`config.mk`:
```
export PLATFORM = sky130hd
export DESIGN_NAME = lexicographic_combination_generator_top
export DESIGN_NICKNAME = d
export VERILOG_FILES = /design/src/sv/lcg_pkg.sv /design/src/sv/lexicographic_combination_generator_top.sv /design/src/sv/lcg_ram.sv /design/src/sv/lcg_sat_unit.sv
export VERILOG_INCLUDE_DIRS = /design/src /design/src/sv
export SDC_FILE = /design/constraint.sdc
export NUM_CORES = 1
export LEC_CHECK = 0
export ABC_AREA = 1
export BUFFER_PORTS_ARGS = -buffer_cell sky130_fd_sc_hd__buf_2
export CAP_MARGIN = 25
export CELL_PAD_IN_SITES_DETAIL_PLACEMENT = 1
export CELL_PAD_IN_SITES_GLOBAL_PLACEMENT = 1
export CORE_UTILIZATION = 25
export DETAILED_ROUTE_END_ITERATION = 7
export PLACE_DENSITY_LB_ADDON = 0.1
export SYNTH_ARGS = -nofsm -noshare
export SYNTH_HDL_FRONTEND = slang
export SYNTH_SLANG_ARGS = --single-unit
export TNS_END_PERCENT = 10
```
`constraint.sdc`:
```
create_clock -name clk -period 4 [get_ports clk]
set_input_delay 0.8 -clock clk [delete_from_list [all_inputs] [get_ports clk]]
set_output_delay 0.8 -clock clk [all_outputs]
set_load 0.005 [all_outputs]
```
`src/sv/assert_macros.svh`:
```
// Assertion macros shared by the RTL of the combination generator.
// Depends on nothing; users supply clk and rst_n in the scope that includes it.
`ifndef ASSERT_MACROS_SVH
`define ASSERT_MACROS_SVH
`ifndef NO_ASSERTIONS
// Same-cycle implication, sampled on clk, off while reset is asserted.
`define ASSERT_SAME(lbl, ante, cons) \
  lbl: assert property (@(posedge clk) disable iff (!rst_n) (ante) |-> (cons)) \
    else $error("same-cycle check failed");
// Next-cycle implication, sampled on clk, off while reset is asserted.
`define ASSERT_NEXT(lbl, ante, cons) \
  lbl: assert property (@(posedge clk) disable iff (!rst_n) (ante) |=> (cons)) \
    else $error("next-cycle check failed");
`else
`define ASSERT_SAME(lbl, ante, cons)
`define ASSERT_NEXT(lbl, ante, cons)
`endif
`endif

```
`src/sv/lcg_pkg.sv`:
```
// Shared widths, register codes and beat layout of the combination generator.
// Depends on nothing; used by the top module and lcg_sat_unit.
package lcg_pkg;

  // Fixed field widths of the stream and configuration ports.
  localparam int INDEX_W     = 6;
  localparam int POS_W       = 4;
  localparam int SET_W       = 7;
  localparam int PICK_W      = 5;
  localparam int CFG_IDX_W   = 1;
  localparam int CFG_DATA_W  = 7;
  localparam int IN_TDATA_W  = 8;
  localparam int OUT_TDATA_W = 16;
  localparam int OUT_TUSER_W = 2;

  // Configuration register indexes.
  typedef enum logic [CFG_IDX_W-1:0] {
    REG_SET_SIZE   = 1'b0,
    REG_PICK_COUNT = 1'b1
  } cfg_reg_t;

  // One result beat as held in the output register.
  typedef struct packed {
    logic [INDEX_W-1:0] index_value;
    logic [POS_W-1:0]   position;
    logic               last_in_combination;
    logic               final_combination;
    logic               exhausted;
  } out_beat_t;

endpackage

```
`src/sv/lexicographic_combination_generator_top.sv`:
```
// Lexicographic combination generator: each request beat (restart in bit 0 of in_tdata)
// yields one combination of r indices out of 0..n-1 as r result beats, or one exhausted
// beat. All work runs through one index RAM (registered read, one slot per access) and
// one shared saturation comparator. A restart fills the slots, checks them for the final
// combination and emits the beats; an advance first scans from the rightmost slot down,
// then fills, checks and emits; each beat waits until the sink is ready. An exhausted
// request yields its one beat directly, or after the advance scan finds no slot that can still grow.
// The block takes no request while one is in work.
// Depends on lcg_pkg, lcg_ram, lcg_sat_unit and assert_macros.svh.
`include "assert_macros.svh"
module lexicographic_combination_generator_top #(
  parameter int MAX_SET  = 64,
  parameter int MAX_PICK = 16
) (
  input  logic                             clk,
  input  logic                             rst_n,
  // Request channel.
  input  logic                             in_tvalid,
  output logic                             in_tready,
  input  logic [lcg_pkg::IN_TDATA_W-1:0]   in_tdata,   // [0] restart, [7:1] zero
  // Result channel.
  output logic                             out_tvalid,
  input  logic                             out_tready,
  output logic [lcg_pkg::OUT_TDATA_W-1:0]  out_tdata,  // [5:0] index_value,
                                                       // [9:6] position, [15:10] zero
  output logic                             out_tlast,  // last_in_combination
  output logic [lcg_pkg::OUT_TUSER_W-1:0]  out_tuser,  // [0] final_combination,
                                                       // [1] exhausted
  // Configuration write channel.
  input  logic                             cfg_valid,
  output logic                             cfg_ready,
  input  logic [lcg_pkg::CFG_IDX_W-1:0]    cfg_index,
  input  logic [lcg_pkg::CFG_DATA_W-1:0]   cfg_data
);
  import lcg_pkg::*;

  localparam int IDX_W  = (MAX_SET > 1) ? $clog2(MAX_SET) : 1;
  localparam int SLOT_W = (MAX_PICK > 1) ? $clog2(MAX_PICK) : 1;
  localparam int CMP_W  = ((IDX_W > SET_W) ? IDX_W : SET_W) + 1;

  typedef enum logic [3:0] {
    ST_IDLE,
    ST_EXH,
    ST_SCAN_RD,
    ST_SCAN_CHK,
    ST_FILL,
    ST_CHK_RD,
    ST_CHK_USE,
    ST_EMIT_RD,
    ST_EMIT_LD
  } state_t;

  state_t              state_r,   state_nxt;
  logic [SLOT_W-1:0]   slot_r,    slot_nxt;
  logic [IDX_W-1:0]    run_r,     run_nxt;
  logic                all_sat_r, all_sat_nxt;
  logic                final_r,   final_nxt;
  logic                done_r,    done_nxt;
  logic [SET_W-1:0]    set_r,     set_nxt;
  logic [PICK_W-1:0]   pick_r,    pick_nxt;
  logic                out_valid_r, out_valid_nxt;
  out_beat_t           out_beat_r,  out_beat_nxt;

  logic                ram_we;
  logic [IDX_W-1:0]    ram_rdata;
  logic                slot_sat;
  logic                usable;
  logic                last_slot;
  logic                out_free;
  logic                in_beat;

  // Index store, addressed by the current slot for both ports.
  assign ram_we = (state_r == ST_FILL);

  lcg_ram #(
    .WIDTH (IDX_W),
    .DEPTH (MAX_PICK)
  ) u_index_ram (
    .clk   (clk),
    .we    (ram_we),
    .waddr (slot_r),
    .wdata (run_r),
    .raddr (slot_r),
    .rdata (ram_rdata)
  );

  // One comparator serves both the advance scan and the final check.
  lcg_sat_unit #(
    .IDX_W  (IDX_W),
    .SLOT_W (SLOT_W)
  ) u_sat (
    .value      (ram_rdata),
    .slot       (slot_r),
    .set_size   (set_r),
    .pick_count (pick_r),
    .saturated  (slot_sat)
  );

  // Handshakes and shared decodes.
  assign in_tready = (state_r == ST_IDLE);
  assign cfg_ready = 1'b1;
  assign in_beat   = in_tvalid && in_tready;
  assign out_free  = !out_valid_r || out_tready;
  assign last_slot = ((SET_W'(slot_r) + SET_W'(1)) == SET_W'(pick_r));
  assign usable    = (set_r != '0) && (pick_r != '0) &&
                     (int'(set_r) <= MAX_SET) && (int'(pick_r) <= MAX_PICK) &&
                     (SET_W'(pick_r) <= set_r);

  // Sequencer next state.
  always_comb begin
    state_nxt     = state_r;
    slot_nxt      = slot_r;
    run_nxt       = run_r;
    all_sat_nxt   = all_sat_r;
    final_nxt     = final_r;
    done_nxt      = done_r;
    set_nxt       = set_r;
    pick_nxt      = pick_r;
    out_valid_nxt = out_valid_r && !out_tready;
    out_beat_nxt  = out_beat_r;

    if (cfg_valid && cfg_ready) begin
      unique case (cfg_index)
        REG_SET_SIZE:   set_nxt  = SET_W'(cfg_data);
        REG_PICK_COUNT: pick_nxt = PICK_W'(cfg_data);
        default: ;
      endcase
    end

    unique case (state_r)
      ST_IDLE: begin
        if (in_beat) begin
          if (!usable) begin
            done_nxt  = 1'b1;
            state_nxt = ST_EXH;
          end else if (in_tdata[0]) begin
            // Restart loads 0..r-1 starting at slot zero.
            done_nxt  = 1'b0;
            slot_nxt  = '0;
            run_nxt   = '0;
            state_nxt = ST_FILL;
          end else if (done_r) begin
            state_nxt = ST_EXH;
          end else begin
            slot_nxt  = SLOT_W'(pick_r - PICK_W'(1));
            state_nxt = ST_SCAN_RD;
          end
        end
      end
      ST_EXH: begin
        if (out_free) begin
          out_valid_nxt = 1'b1;
          out_beat_nxt  = '{index_value: '0, position: '0, last_in_combination: 1'b1,
                            final_combination: 1'b0, exhausted: 1'b1};
          state_nxt     = ST_IDLE;
        end
      end
      ST_SCAN_RD: begin
        state_nxt = ST_SCAN_CHK;
      end
      ST_SCAN_CHK: begin
        // Rightmost slot that can still grow starts the refill.
        if (!slot_sat) begin
          run_nxt   = ram_rdata + IDX_W'(1);
          state_nxt = ST_FILL;
        end else if (slot_r == '0) begin
          done_nxt  = 1'b1;
          state_nxt = ST_EXH;
        end else begin
          slot_nxt  = slot_r - SLOT_W'(1);
          state_nxt = ST_SCAN_RD;
        end
      end
      ST_FILL: begin
        // Each later slot holds one more than the slot before it.
        run_nxt = run_r + IDX_W'(1);
        if (last_slot) begin
          slot_nxt    = '0;
          all_sat_nxt = 1'b1;
          state_nxt   = ST_CHK_RD;
        end else begin
          slot_nxt = slot_r + SLOT_W'(1);
        end
      end
      ST_CHK_RD: begin
        state_nxt = ST_CHK_USE;
      end
      ST_CHK_USE: begin
        // The combination is final when every slot is saturated.
        all_sat_nxt = all_sat_r && slot_sat;
        if (last_slot) begin
          final_nxt = all_sat_r && slot_sat;
          if (all_sat_r && slot_sat) begin
            done_nxt = 1'b1;
          end
          slot_nxt  = '0;
          state_nxt = ST_EMIT_RD;
        end else begin
          slot_nxt  = slot_r + SLOT_W'(1);
          state_nxt = ST_CHK_RD;
        end
      end
      ST_EMIT_RD: begin
        state_nxt = ST_EMIT_LD;
      end
      ST_EMIT_LD: begin
        // Read data stays stable while the output register is still full.
        if (out_free) begin
          out_valid_nxt = 1'b1;
          out_beat_nxt  = '{index_value: INDEX_W'(ram_rdata), position: POS_W'(slot_r),
                            last_in_combination: last_slot,
                            final_combination: final_r, exhausted: 1'b0};
          if (last_slot) begin
            state_nxt = ST_IDLE;
          end else begin
            slot_nxt  = slot_r + SLOT_W'(1);
            state_nxt = ST_EMIT_RD;
          end
        end
      end
      default: state_nxt = ST_IDLE;
    endcase
  end

  // State, configuration and output register.
  always_ff @(posedge clk) begin
    if (!rst_n) begin
      state_r     <= ST_IDLE;
      done_r      <= 1'b1;
      set_r       <= SET_W'(1);
      pick_r      <= PICK_W'(1);
      out_valid_r <= 1'b0;
    end else begin
      state_r     <= state_nxt;
      done_r      <= done_nxt;
      set_r       <= set_nxt;
      pick_r      <= pick_nxt;
      out_valid_r <= out_valid_nxt;
    end
    slot_r     <= slot_nxt;
    run_r      <= run_nxt;
    all_sat_r  <= all_sat_nxt;
    final_r    <= final_nxt;
    out_beat_r <= out_beat_nxt;
  end

  // Result port packing.
  assign out_tvalid = out_valid_r;
  assign out_tdata  = {{(OUT_TDATA_W - INDEX_W - POS_W){1'b0}},
                       out_beat_r.position, out_beat_r.index_value};
  assign out_tlast  = out_beat_r.last_in_combination;
  assign out_tuser  = {out_beat_r.exhausted, out_beat_r.final_combination};

  // Checks on the sequencer.
  `ASSERT_NEXT(a_busy_after_request, in_tvalid && in_tready, !in_tready)
  `ASSERT_SAME(a_exhausted_beat_shape, out_tvalid && out_tuser[1],
               out_tlast && (out_tdata == '0) && !out_tuser[0])
  `ASSERT_SAME(a_fill_below_set_size, ram_we, CMP_W'(run_r) < CMP_W'(set_r))

endmodule

```
`src/sv/lcg_ram.sv`:
```
// Generic single-write, single-read RAM with registered read data.
// Depends on nothing.
module lcg_ram #(
  parameter int WIDTH = 8,
  parameter int DEPTH = 16
) (
  input  logic                                  clk,
  input  logic                                  we,
  input  logic [((DEPTH > 1) ? $clog2(DEPTH) : 1)-1:0] waddr,
  input  logic [WIDTH-1:0]                      wdata,
  input  logic [((DEPTH > 1) ? $clog2(DEPTH) : 1)-1:0] raddr,
  output logic [WIDTH-1:0]                      rdata
);

  logic [WIDTH-1:0] mem_r [DEPTH];

  // Write port and registered read port.
  always_ff @(posedge clk) begin
    if (we) begin
      mem_r[waddr] <= wdata;
    end
    rdata <= mem_r[raddr];
  end

endmodule

```
`src/sv/lcg_sat_unit.sv`:
```
// Shared saturation compare: a slot is saturated when value >= n - r + slot.
// Depends on lcg_pkg for the configuration register widths.
module lcg_sat_unit #(
  parameter int IDX_W  = 6,
  parameter int SLOT_W = 4
) (
  input  logic [IDX_W-1:0]          value,
  input  logic [SLOT_W-1:0]         slot,
  input  logic [lcg_pkg::SET_W-1:0]  set_size,
  input  logic [lcg_pkg::PICK_W-1:0] pick_count,
  output logic                      saturated
);
  import lcg_pkg::*;

  localparam int W0    = (IDX_W > SLOT_W) ? IDX_W : SLOT_W;
  localparam int CMP_W = ((W0 > SET_W) ? W0 : SET_W) + 2;

  logic [CMP_W-1:0] lhs;
  logic [CMP_W-1:0] rhs;

  // Rearranged as value + r >= n + slot so that nothing goes negative.
  assign lhs       = CMP_W'(value) + CMP_W'(pick_count);
  assign rhs       = CMP_W'(set_size) + CMP_W'(slot);
  assign saturated = (lhs >= rhs);

endmodule

```
Word level (Yosys, flattened, before mapping)
Memories as Yosys holds them, arrays and structs flattened. A register that Yosys moved wholly into a read port is not among the register bits.
Index checks and enable logic that the tools add are counted.
{"block": "classes", "n_eq_ne": 24, "n_shift": 0, "div": 0, "add_sub_neg": 8, "reduce_logical": 30, "mul": 0, "n_bitwise": 1, "magnitude_cmp": 4, "n_mux": 44}
{"cell": "$mux 4", "n": 13}
{"cell": "$pmux 4 s9", "n": 1}
{"cell": "$mux 13", "n": 2}
{"cell": "$pmux 13 s2", "n": 1}
{"cell": "$mux 6", "n": 4}
{"cell": "$ne 2x2->1 const B", "n": 9}
{"cell": "$pmux 6 s3", "n": 1}
{"cell": "$eq 4x3->1 const B", "n": 4}
{"cell": "$pmux 4 s4", "n": 1}
{"cell": "$add 6x1->6 const B", "n": 2}
{"cell": "$mux 1", "n": 12}
{"cell": "$mux 3", "n": 4}
{"cell": "$ge 9x9->1", "n": 1}
{"cell": "$add 7x4->8", "n": 1}
{"cell": "$eq 4x2->1 const B", "n": 2}
{"cell": "$logic_not 4->1", "n": 2}
{"cell": "$ne 2x1->1 const B", "n": 4}
{"cell": "$reduce_and 2->1", "n": 4}
{"cell": "$reduce_and 8->1", "n": 1}
{"cell": "$sub 4x1->4 const B", "n": 2}
{"cell": "$add 6x5->7", "n": 1}
{"cell": "$le 5x7->1", "n": 1}
{"cell": "$le 7x7->1 const B", "n": 1}
{"cell": "$logic_and 1x1->1", "n": 7}
{"cell": "23 further kinds", "n": 30}
{"block": "totals", "word_cells": 126, "n_memories": 1, "ff_bits": 43, "rom_bits": 0, "latch_bits": 0, "mem_bits_rw": 96, "input_bits": 21, "out_inout_bits": 22}
{"name": "u_index_ram.mem_r", "words": 16, "word_bits": 6, "rd": 1, "rd_clocked_by_memory_dff": 1, "wr": 1, "line_no": "lcg_ram.sv:15", "source": "logic [WIDTH-1:0] mem_r [DEPTH];"}

Depth between registers and ports, before layout
Gate-level depths: netlist (run 1).
{"block": "depth", "ltp_word": 8, "depth_mapped": 20, "mapped_depth_nobuf": 20}

Hierarchy
A second synthesis (run 1) with hierarchy kept.
{"block": "hier_totals", "cells_unflattened": 859, "area_unflattened_um2": 7534.7}
{"mod": "lcg_ram", "seq_area_each_um2": 3002.9, "area_each_um2": 4325.4, "instances": 1, "cells_each": 420}
{"mod": "lexicographic_combination_generator_top", "seq_area_each_um2": 1111.1, "area_each_um2": 2582.5, "instances": 1, "cells_each": 347}
{"mod": "lcg_sat_unit", "seq_area_each_um2": 0.0, "area_each_um2": 626.9, "instances": 1, "cells_each": 92}

Worst setup path before layout (run 1)
Ideal clock, no wire load.
{"block": "synth_path", "kind": "reg-to-reg", "start": "register slot_r[0]", "end": "register slot_r[0], enable pin", "t_arrival_ns": 2.604, "path_stages_with_launch": 16, "synth_period_minus_slack_ns": 2.981, "setup_slack_ns": 1.019, "required_ns": 3.623, "path_cell_list": "edfxtp_1 -> ha_1 -> fa_1 -> a21oi_1 -> o21bai_1 -> nand3_1 -> xor2_1 -> ha_1 -> nand2_1 -> inv_1 -> nand2_1 -> nand2_1 -> nand2_1 -> nand2_1 -> nand2_1 -> nor4_1"}
{"block": "synth_between", "elab_chain_len": 4, "elab_cells_between_ends": 9, "cone_classes": "add/sub: 2; order compare: 1; eq/ne: 4; reduce/logical: 2"}
{"element": "start: declaration", "line_no": "lexicographic_combination_generator_top.sv:54", "source": "logic [SLOT_W-1:0] slot_r, slot_nxt;"}
{"element": "start signal: assignment", "line_no": "lexicographic_combination_generator_top.sv:240", "source": "slot_r <= slot_nxt;"}
{"element": "$add 7x4->8 or $add 4x1->5 (tied branches)", "line_no": "lcg_sat_unit.sv:23, lexicographic_combination_generator_top.sv:104"}
{"element": "$ge 9x9->1 or $eq 5x5->1 (tied branches)", "line_no": "lcg_sat_unit.sv:24, lexicographic_combination_generator_top.sv:104"}
{"element": "$ne 2x2->1 (no source line)"}
{"element": "$reduce_and 8->1 (no source line) (*)"}
Every way passes the cells marked *; elsewhere a longest branch is shown, timed or not.
A chain may end at the register's enable or synchronous reset.

Final worst setup path (run 1)
{"block": "layout_path", "start": "register slot_r[3]", "end": "register slot_r[1], enable pin"}
Same word-level chain as after synthesis.

==> out/metrics.cfg, run 1 <==
[outcome]
status=finished clean

[clock_tree]
cts_hold_buf=0
path_clk_slew_ns=0.07
htreeDepth=4
post_cts_resize_count=0
clkLatencyLatePin_ns=0.43
numCtsBuffers=17
cts_setup_buffers=0
cts_tree=yes
clock-sinks=145
cts-root-buf=clkbuf_16
clock_path_buffers=2

[sta]
final_hold_viol_count=0
drv_slew=0
relSlewSlack=0.4722
finalSetupViolations=0
period_share=0.8080
skew_ns=0.01664
fmax_mhz=309.4
worst_pin_slew_ns=0.7917
fin_crit_ns=3.232
rsz0062_at_grt=no
setup_tns_ns=0

[global_route]
grt-ovfl-total=0
antenna_found_initial=0
grt_start_max_net_pins=57
grt.busiest_layer=met2
grt_pass1_wl_um=31820
grt_use_met2=0.2625
grt_usage=0.1510
use_met3=0.02589
grt_pass1_vias=5267
met1_usage=0.1931

[cells_and_area]
drive_gt1_frac=0.1235
synthToLayoutAreaGrowth_pct=16.47
fin_util=0.2957
fin_cells=1139
nets=799
num-fill-cells=3163
antenna_cells=0

[job]
cap_violations=0

[floorplanning]
chipHeight_um=169.7
design.die.area_um2=28810
coreArea_um2=27710
pin_count=43
initial_core_util=0.2538
rows=61
die_width_um=169.7

[route]
wl_um=20650
wire_per_inst_um=18.13
final_antenna_net_count=0
drt_iter0_drc=169
via_count=5103
dr.pass1.iters=4
drc=0
vias_per_cell=4.480

[critical_path]
r2r-end=slot_r[1]
r2r-start=slot_r[3]
crit_path_end_kind=flip-flop
startpoint_type=flip-flop
path_common_cell=nand2_1
crit_path_top_delay_cell=edfxtp_1
reg2reg_setup_slack_ns=0.77
crit_arrival_ns=3.37
crit_fanout=8
r2r.worst_path.cells=15
path_cells=ha_1 -> inv_1 -> o21bai_1 -> nand3_1 -> xor2_1 -> ha_1 -> nand2_1 -> inv_1 -> nand2_1 -> nand2_1 -> nand2_1 -> nand2_1 -> nand2_1 -> nor4_1 -> buf_4
critPathKind=reg -> reg
slowest_delay_ns=0.63
critPathBufInv=3
crit_family=simple AND/OR/NAND/NOR gates
crit_required_ns=4.14

[place]
hpwl_um=14310
gp_congestion=0.7852
dp.cells=1106
io_buffers=28

[power_and_ir_drop]
leakage_nw=3.124
p_per_area_nw_per_um2=741.2
ir_drop_uv=321.5

[yosys]
syn_area_um2=7033
synthFlopType=edfxtp_1
synth_top_area_frac=0.5166
synthDistinctLibCells=40
yosys_register_bits=145
yosysSeqAreaShare=0.5849
synthTopCellsByArea=edfxtp_1 52%, dfxtp_1 6.8%, nand2_1 6.1%
synthCells=716
ys_warn_count=0
async_reset_ff_frac=0
avgSynthCellArea_um2=9.823
synthTopCellsByCount=121 x edfxtp_1, 115 x nand2_1, 111 x nor2_1
synth_largest_area_cell=edfxtp_1
synth_edf_count=121
yosysMostFrequentCell=edfxtp_1

[hold_path]
hp-start=done_r
holdPathStages=2
hold_end=done_r
holdCritPathClass=reg -> reg

-- power by group --
part	switching, mW	internal (mW)
Sequential	0.241	1.94
Combinational	1.52	0.719
Clock	0.799	0.851
Total	2.56	3.51
-- metal layers --
metal  routed length [um]  part of all wire  vias up
li1                     -                 -     2512
met1                 9531              0.46     2509
met2                10370              0.50       70
met5                    0                 0        -
met4                  137            0.0066        0
met3                  606             0.029       12
-- worst max-delay path by stage --
stage | to | slack [ns] | startpoint | cells past startpoint
global placement | slot_r[1] | 0.78 | slot_r[3] | 15
finish | slot_r[1] | 0.77 | slot_r[3] | 15
floorplan | slot_r[0] | 1.02 | slot_r[0] | 15
CTS | slot_r[2] | 0.72 | slot_r[3] | 15
global route | slot_r[2] | 0.46 | slot_r[3] | 15
detailed placement | slot_r[1] | 0.78 | slot_r[3] | 15
-- area by class of cell --
cell class              instances  area, um^2  share of cell area
flip-flops and latches        145        4114              0.5022
inverters                      73       275.3             0.03360
well taps                     378       473.0             0.05774
clock buffers                  17       425.4             0.05193
repair buffers                 37       207.7             0.02536
multi-input cells             474        2517              0.3073
clock inverters                15       178.9             0.02184
-- stage by stage --
| stage | total power [mW] | area, um^2 | hold WS (ns) | worst slack, ns |
|---|---|---|---|---|
| 6_report | 6.072 | 8192 | 0.4945 | 0.7680 |
| 5_1_grt | 6.529 | 8192 | 0.5196 | 0.4562 |
| 4_1_cts | 6.196 | 8184 | 0.5002 | 0.7151 |
| 3_5_place_dp | 4.522 | 7580 | 0.4830 | 0.7777 |
| 3_3_place_gp | 4.471 | 7580 | 0.4629 | 0.7802 |
| 2_1_floorplan | 3.669 | 7052 | 0.4374 | 1.019 |
-- logic make-up (layout without fill, tap and decap cells) --
logic type                 count (synthesis)  after routing  share of synthesized area
AOI/OAI and AO/OA                        136            136                     0.1053
xor gates and xnor gates                  13             13                    0.01619
adders and majority gates                 30             30                    0.05551
buffers and inverters                    102            142                    0.05977
DFF                                      145            145                     0.5849
other                                      2              7                   0.001068
and+or+nand+nor                          288            288                     0.1772
-- worst register-to-register path, delay by kind of cell, from the launching register on --
family / cells / cell delay, ns
simple gates: 8 / 0.90
fa+ha+maj: 2 / 0.72
compound gates: 1 / 0.22
buf+inv: 3 / 0.30
xor+xnor: 1 / 0.17
flops: 1 / 0.63
-- registers in the layout, indices dropped and copies added, names as in the netlist --
name,cells
pick_r,5
u_index_ram.mem_r,96
run_r,6
done_r,1
out_tlast,1
set_r,7
slot_r,4
all_sat_r,1
final_r,1
out_tdata,10
out_tuser,2
state_r,4
u_index_ram.rdata,6
out_tvalid,1
-- layout by cell type, fill, tap and decap left out, types with 3 or more instances in the layout --
cell type	Yosys	layout
buf_2	2	28
clkinv_8	0	4
nand4_1	12	12
nor2_4	4	4
xor2_1	6	6
inv_2	7	7
nand2_1	115	115
inv_8	0	7
nor3_1	8	8
nor2_1	111	111
ha_1	28	28
nand3_1	25	25
conb_1	2	7
a31oi_1	3	3
inv_1	64	64
a21oi_1	24	24
dfxtp_1	24	24
edfxtp_1	121	121
buf_4	9	9
nor2_2	3	3
xnor2_1	7	7
clkbuf_16	0	17
o21ai_0	73	73
o22ai_1	27	27
Power figures use the tool's default switching activity.
==> run 2: changes to the inputs <==
- clock period: 4 -> 3.3 ns (I/O delays scaled with it)
==> run 2 against run 1 <==
Sequential share of layout area down 0.64 points; worst setup slack lost 0.55 ns; hold slack worse by 0.022 ns; via count grew 1.6%; combinational power rose by 27%; core utilization grew 0.38 points; die area did not move; global-route usage is 0.36 points higher; flip-flop and latch count is the same; highest routed layer unchanged.
==> out/metrics.cfg, run 2 (same netlist as run 1, synthesis figures left out) <==
[outcome]
status=finished clean

[power_and_ir_drop]
leakage_nw=3.180
ir_drop_uv=374.6
p_per_area_nw_per_um2=893.5
total_power_mw=7.414

[sta]
rsz0062_at_grt=no
worst_pin_slew_ns=0.8026
period_share=0.9333
skew_ns=0.01236
fin_crit_ns=3.080
finalSetupViolations=0
final_hold_viol_count=0
fmax_mhz=324.7
relSlewSlack=0.4649
drv_slew=0

[cells_and_area]
stdcell_area_um2=8298
final_cell_mix=121 x edfxtp_1, 113 x nand2_1, 111 x nor2_1
nets=810
final_common_cell=edfxtp_1
fin_cells=1150
num-fill-cells=3174
antenna_cells=0
fin_util=0.2995
drive_gt1_frac=0.1412
synthToLayoutAreaGrowth_pct=17.99
largest_reg_flops=96
regMostFlops=u_index_ram.mem_r

[place]
dp.cells=1118
place_area_um2=7670
hpwl_um=14550
gp_congestion=0.7860
io_buffers=28

[floorplanning]
rows=61
initial_core_util=0.2538
pin_count=43
die_width_um=169.7
coreArea_um2=27710
design.die.area_um2=28810
chipHeight_um=169.7

[critical_path]
path_cells=ha_1 -> fa_1 -> a21oi_2 -> o21bai_1 -> nand3_1 -> xor2_1 -> ha_1 -> nand2_1 -> inv_1 -> nand2_1 -> nand2_2 -> nand2_1 -> nand2_2 -> nand2_1 -> nor4_2 -> buf_4
crit_fanout=4
crit_required_ns=3.45
critPathKind=reg -> reg
startpoint_type=flip-flop
slowest_delay_ns=0.43
crit_path_end_kind=flip-flop
crit_arrival_ns=3.23
path_common_cell=nand2_1
crit_path_top_delay_cell=fa_1

[route]
final_antenna_net_count=0
vias_per_cell=4.510
wire_per_inst_um=18.27
drt_iter0_drc=229
wl_um=21010
dr.pass1.iters=4
via_count=5187
drc=0

[global_route]
grt_usage=0.1546
grt_pass1_wl_um=32690
grt_start_max_net_pins=57
antenna_found_initial=0
grt-ovfl-total=0
grt_pass1_vias=5463

[clock_tree]
cts_tree=yes
htreeDepth=4
cts_setup_buffers=0
clkLatencyLatePin_ns=0.44
numCtsBuffers=17
clock_path_buffers=2
cts_hold_buf=0
cts-root-buf=clkbuf_16
clock-sinks=145
post_cts_resize_count=1
path_clk_slew_ns=0.07

[job]
cap_violations=0

[hold_path]
holdCritPathClass=in -> reg

run 2: critical path, delay by kind of cell, from the launching register on:
family                   cells  cell delay (ns)
AO/OA/AOI/OAI                2             0.25
XOR/XNOR                     1             0.07
adder cells (fa/ha/maj)      3             0.98
buffers and inverters        2             0.24
flip-flops                   1             0.40
AND/OR/NAND/NOR              8             0.85
run 2: worst paths after layout:
path | start | endpoint | slack, ns | depth (start not counted)
min reg2reg | done_r | done_r | 0.49 | 2
max reg2reg | slot_r[0] | slot_r[1] | 0.22 | 16
max | slot_r[0] | slot_r[1] | 0.22 | 16
min | cfg_data[5] | set_r[5] | 0.47 | 3
run 2: final cells by class:
cell class              instances  area [um^2]  area share
inverters                      73        275.3     0.03317
repair buffers                 48        290.3     0.03498
flip-flops and latches        145         4114      0.4958
well taps                     378        473.0     0.05700
clock inverters                15        187.7     0.02262
multi-input cells             474         2532      0.3052
clock buffers                  17        425.4     0.05127
run 2: routing by layer:
| metal | GRT usage | wire [um] | vias up |
|---|---|---|---|
| li1 | - | - | 2528 |
| met1 | 0.1964 | 9909 | 2588 |
| met2 | 0.2682 | 10420 | 52 |
| met3 | 0.02355 | 369 | 19 |
| met4 | 0.04857 | 312 | 0 |
| met5 | 0 | 0 | - |
run 2: through the flow:
step	hold WS [ns]	setup TNS, ns	setup WS (ns)
5_1_grt	0.4676	0	0.0004787
4_1_cts	0.4590	0	0.01394
2_1_floorplan	0.4374	0	0.3189
3_5_place_dp	0.4708	-0.2265	-0.05666
3_3_place_gp	0.4626	0	0.009780
6_report	0.4724	0	0.2200
run 2: power by group:
group          internal, mW  total, mW  switching (mW)
Clock                  1.03       1.98           0.954
Combinational         0.906       2.85            1.95
Sequential             2.35       2.58           0.229
Total                  4.28       7.41            3.13
==> run 3: changes to the inputs <==
- clock period: 3.3 -> 3.5 ns (I/O delays scaled with it)
==> run 3 against run 2 <==
Cell area down 0.57%; via count down 0.17%; core utilization down 0.17 points; register-to-register slack about the same; clock power up 2%; die area unchanged; first-iteration DRC count up 21%; global-route usage up 0.093 points; fmax down 6.0%; combinational power down 7.7%; worst setup slack better by 0.0028 ns; critical endpoint is now slot_r[0].
==> out/metrics.cfg, run 3 (same netlist as run 1, synthesis figures left out) <==
[route]
dr_wl_met3_um=481
via_count=5178
wl_um=21070
drt_iter0_drc=277
top_layer=met4
dr_wl_met2_um=10590
final_antenna_net_count=0
vias_per_cell=4.534
dr.pass1.iters=6
wl_met1_um=9569
drc=0
wire_per_inst_um=18.45

[sta]
skew_ns=0.01008
final_hold_viol_count=0
fmax_mhz=305.1
finalSetupViolations=0
setup_tns_ns=0
worst_pin_slew_ns=0.7476
relSlewSlack=0.4997
period_share=0.9364
drv_slew=0
fin_crit_ns=3.277
rsz0062_at_grt=no

[critical_path]
crit_required_ns=3.65
reg2reg_setup_slack_ns=0.22
crit_fanout=4
startpoint_type=flip-flop
crit_arrival_ns=3.42
crit_path_end_kind=flip-flop
critPathKind=reg -> reg
r2r.worst_path.cells=16

[power_and_ir_drop]
leakage_nw=3.155
p_per_area_nw_per_um2=862.1
ir_drop_uv=338.4

[hold_path]
holdCritPathClass=reg -> reg
holdPathStages=2

[outcome]
status=finished clean

[place]
gp_congestion=0.7703
dp.cells=1110
io_buffers=28
hpwl_um=14380

[cells_and_area]
fin_cells=1142
regMostFlops=u_index_ram.mem_r
drive_gt1_frac=0.1283
synthToLayoutAreaGrowth_pct=17.31
nets=802
largest_reg_flops=96
fin_util=0.2978
antenna_cells=0
final_cell_mix=121 x edfxtp_1, 115 x nand2_1, 111 x nor2_1
final_common_cell=edfxtp_1

[clock_tree]
cts-root-buf=clkbuf_16
cts_setup_buffers=0
path_clk_slew_ns=0.07
clock-sinks=145
clkLatencyLatePin_ns=0.43
post_cts_resize_count=0
clock_path_buffers=2
cts_hold_buf=0
cts_tree=yes
htreeDepth=4
numCtsBuffers=17

[floorplanning]
pin_count=43
initial_core_util=0.2538
die_width_um=169.7
design.die.area_um2=28810
chipHeight_um=169.7
coreArea_um2=27710
rows=61

[global_route]
grt_start_max_net_pins=57
antenna_found_initial=0
grt-ovfl-total=0
grt_pass1_wl_um=32860
grt_usage=0.1555
grt_pass1_vias=5505

[job]
cap_violations=0

[run 3: critical path, stage by stage, from the launching register on]
cell      delay [ns]
edfxtp_1        0.42
ha_1            0.26
fa_1            0.41
a21oi_1         0.17
o21bai_1        0.11
nand3_1         0.10
xor2_1          0.08
ha_1            0.31
nand2_1         0.05
inv_1           0.05
nand2_1         0.05
nand2_1         0.13
nand2_1         0.14
nand2_1         0.17
nand2_1         0.07
nor4_1          0.27
buf_4           0.21
[run 3: power by group]
part,leakage [nW],internal [mW],switching [mW],total (mW)
registers,1.30,2.22,0.252,2.47
logic,1.55,0.830,1.80,2.63
clock network,0.311,1.16,0.855,2.02
total,3.15,4.21,2.90,7.11
[run 3: metrics by stage]
step                power [mW]  setup slack, ns  hold slack, ns  instance area, um^2
detailed placement       5.197           0.1669          0.4778                 7610
global route             7.653          0.01720          0.5074                 8250
global placement         5.119           0.2205          0.4620                 7610
CTS                      7.252           0.1448          0.4903                 8249
floorplan                4.193           0.5189          0.4374                 7052
finish                   7.113           0.2228          0.4914                 8250
[run 3: final timing paths]
kind / to / from
setup / recovery: slot_r[0] / slot_r[0]
hold / removal: done_r / done_r
setup reg to reg: slot_r[0] / slot_r[0]
hold reg to reg: done_r / done_r
[run 3: routing by layer]
layer | global-route usage | up-vias
li1 | - | 2513
met1 | 0.1913 | 2578
met2 | 0.2684 | 65
met3 | 0.03055 | 22
met4 | 0.05719 | 0
met5 | 0 | -
[run 3: area by class of cell]
| class | count | area, um^2 |
|---|---|---|
| tap | 378 | 473.0 |
| multi-input combinational | 474 | 2517 |
| clock inverter | 15 | 214.0 |
| clock buffer | 17 | 425.4 |
| inverter | 73 | 275.3 |
| fill | 3191 | 19450 |
| sequential | 145 | 4115 |
| timing repair buffer | 40 | 230.2 |
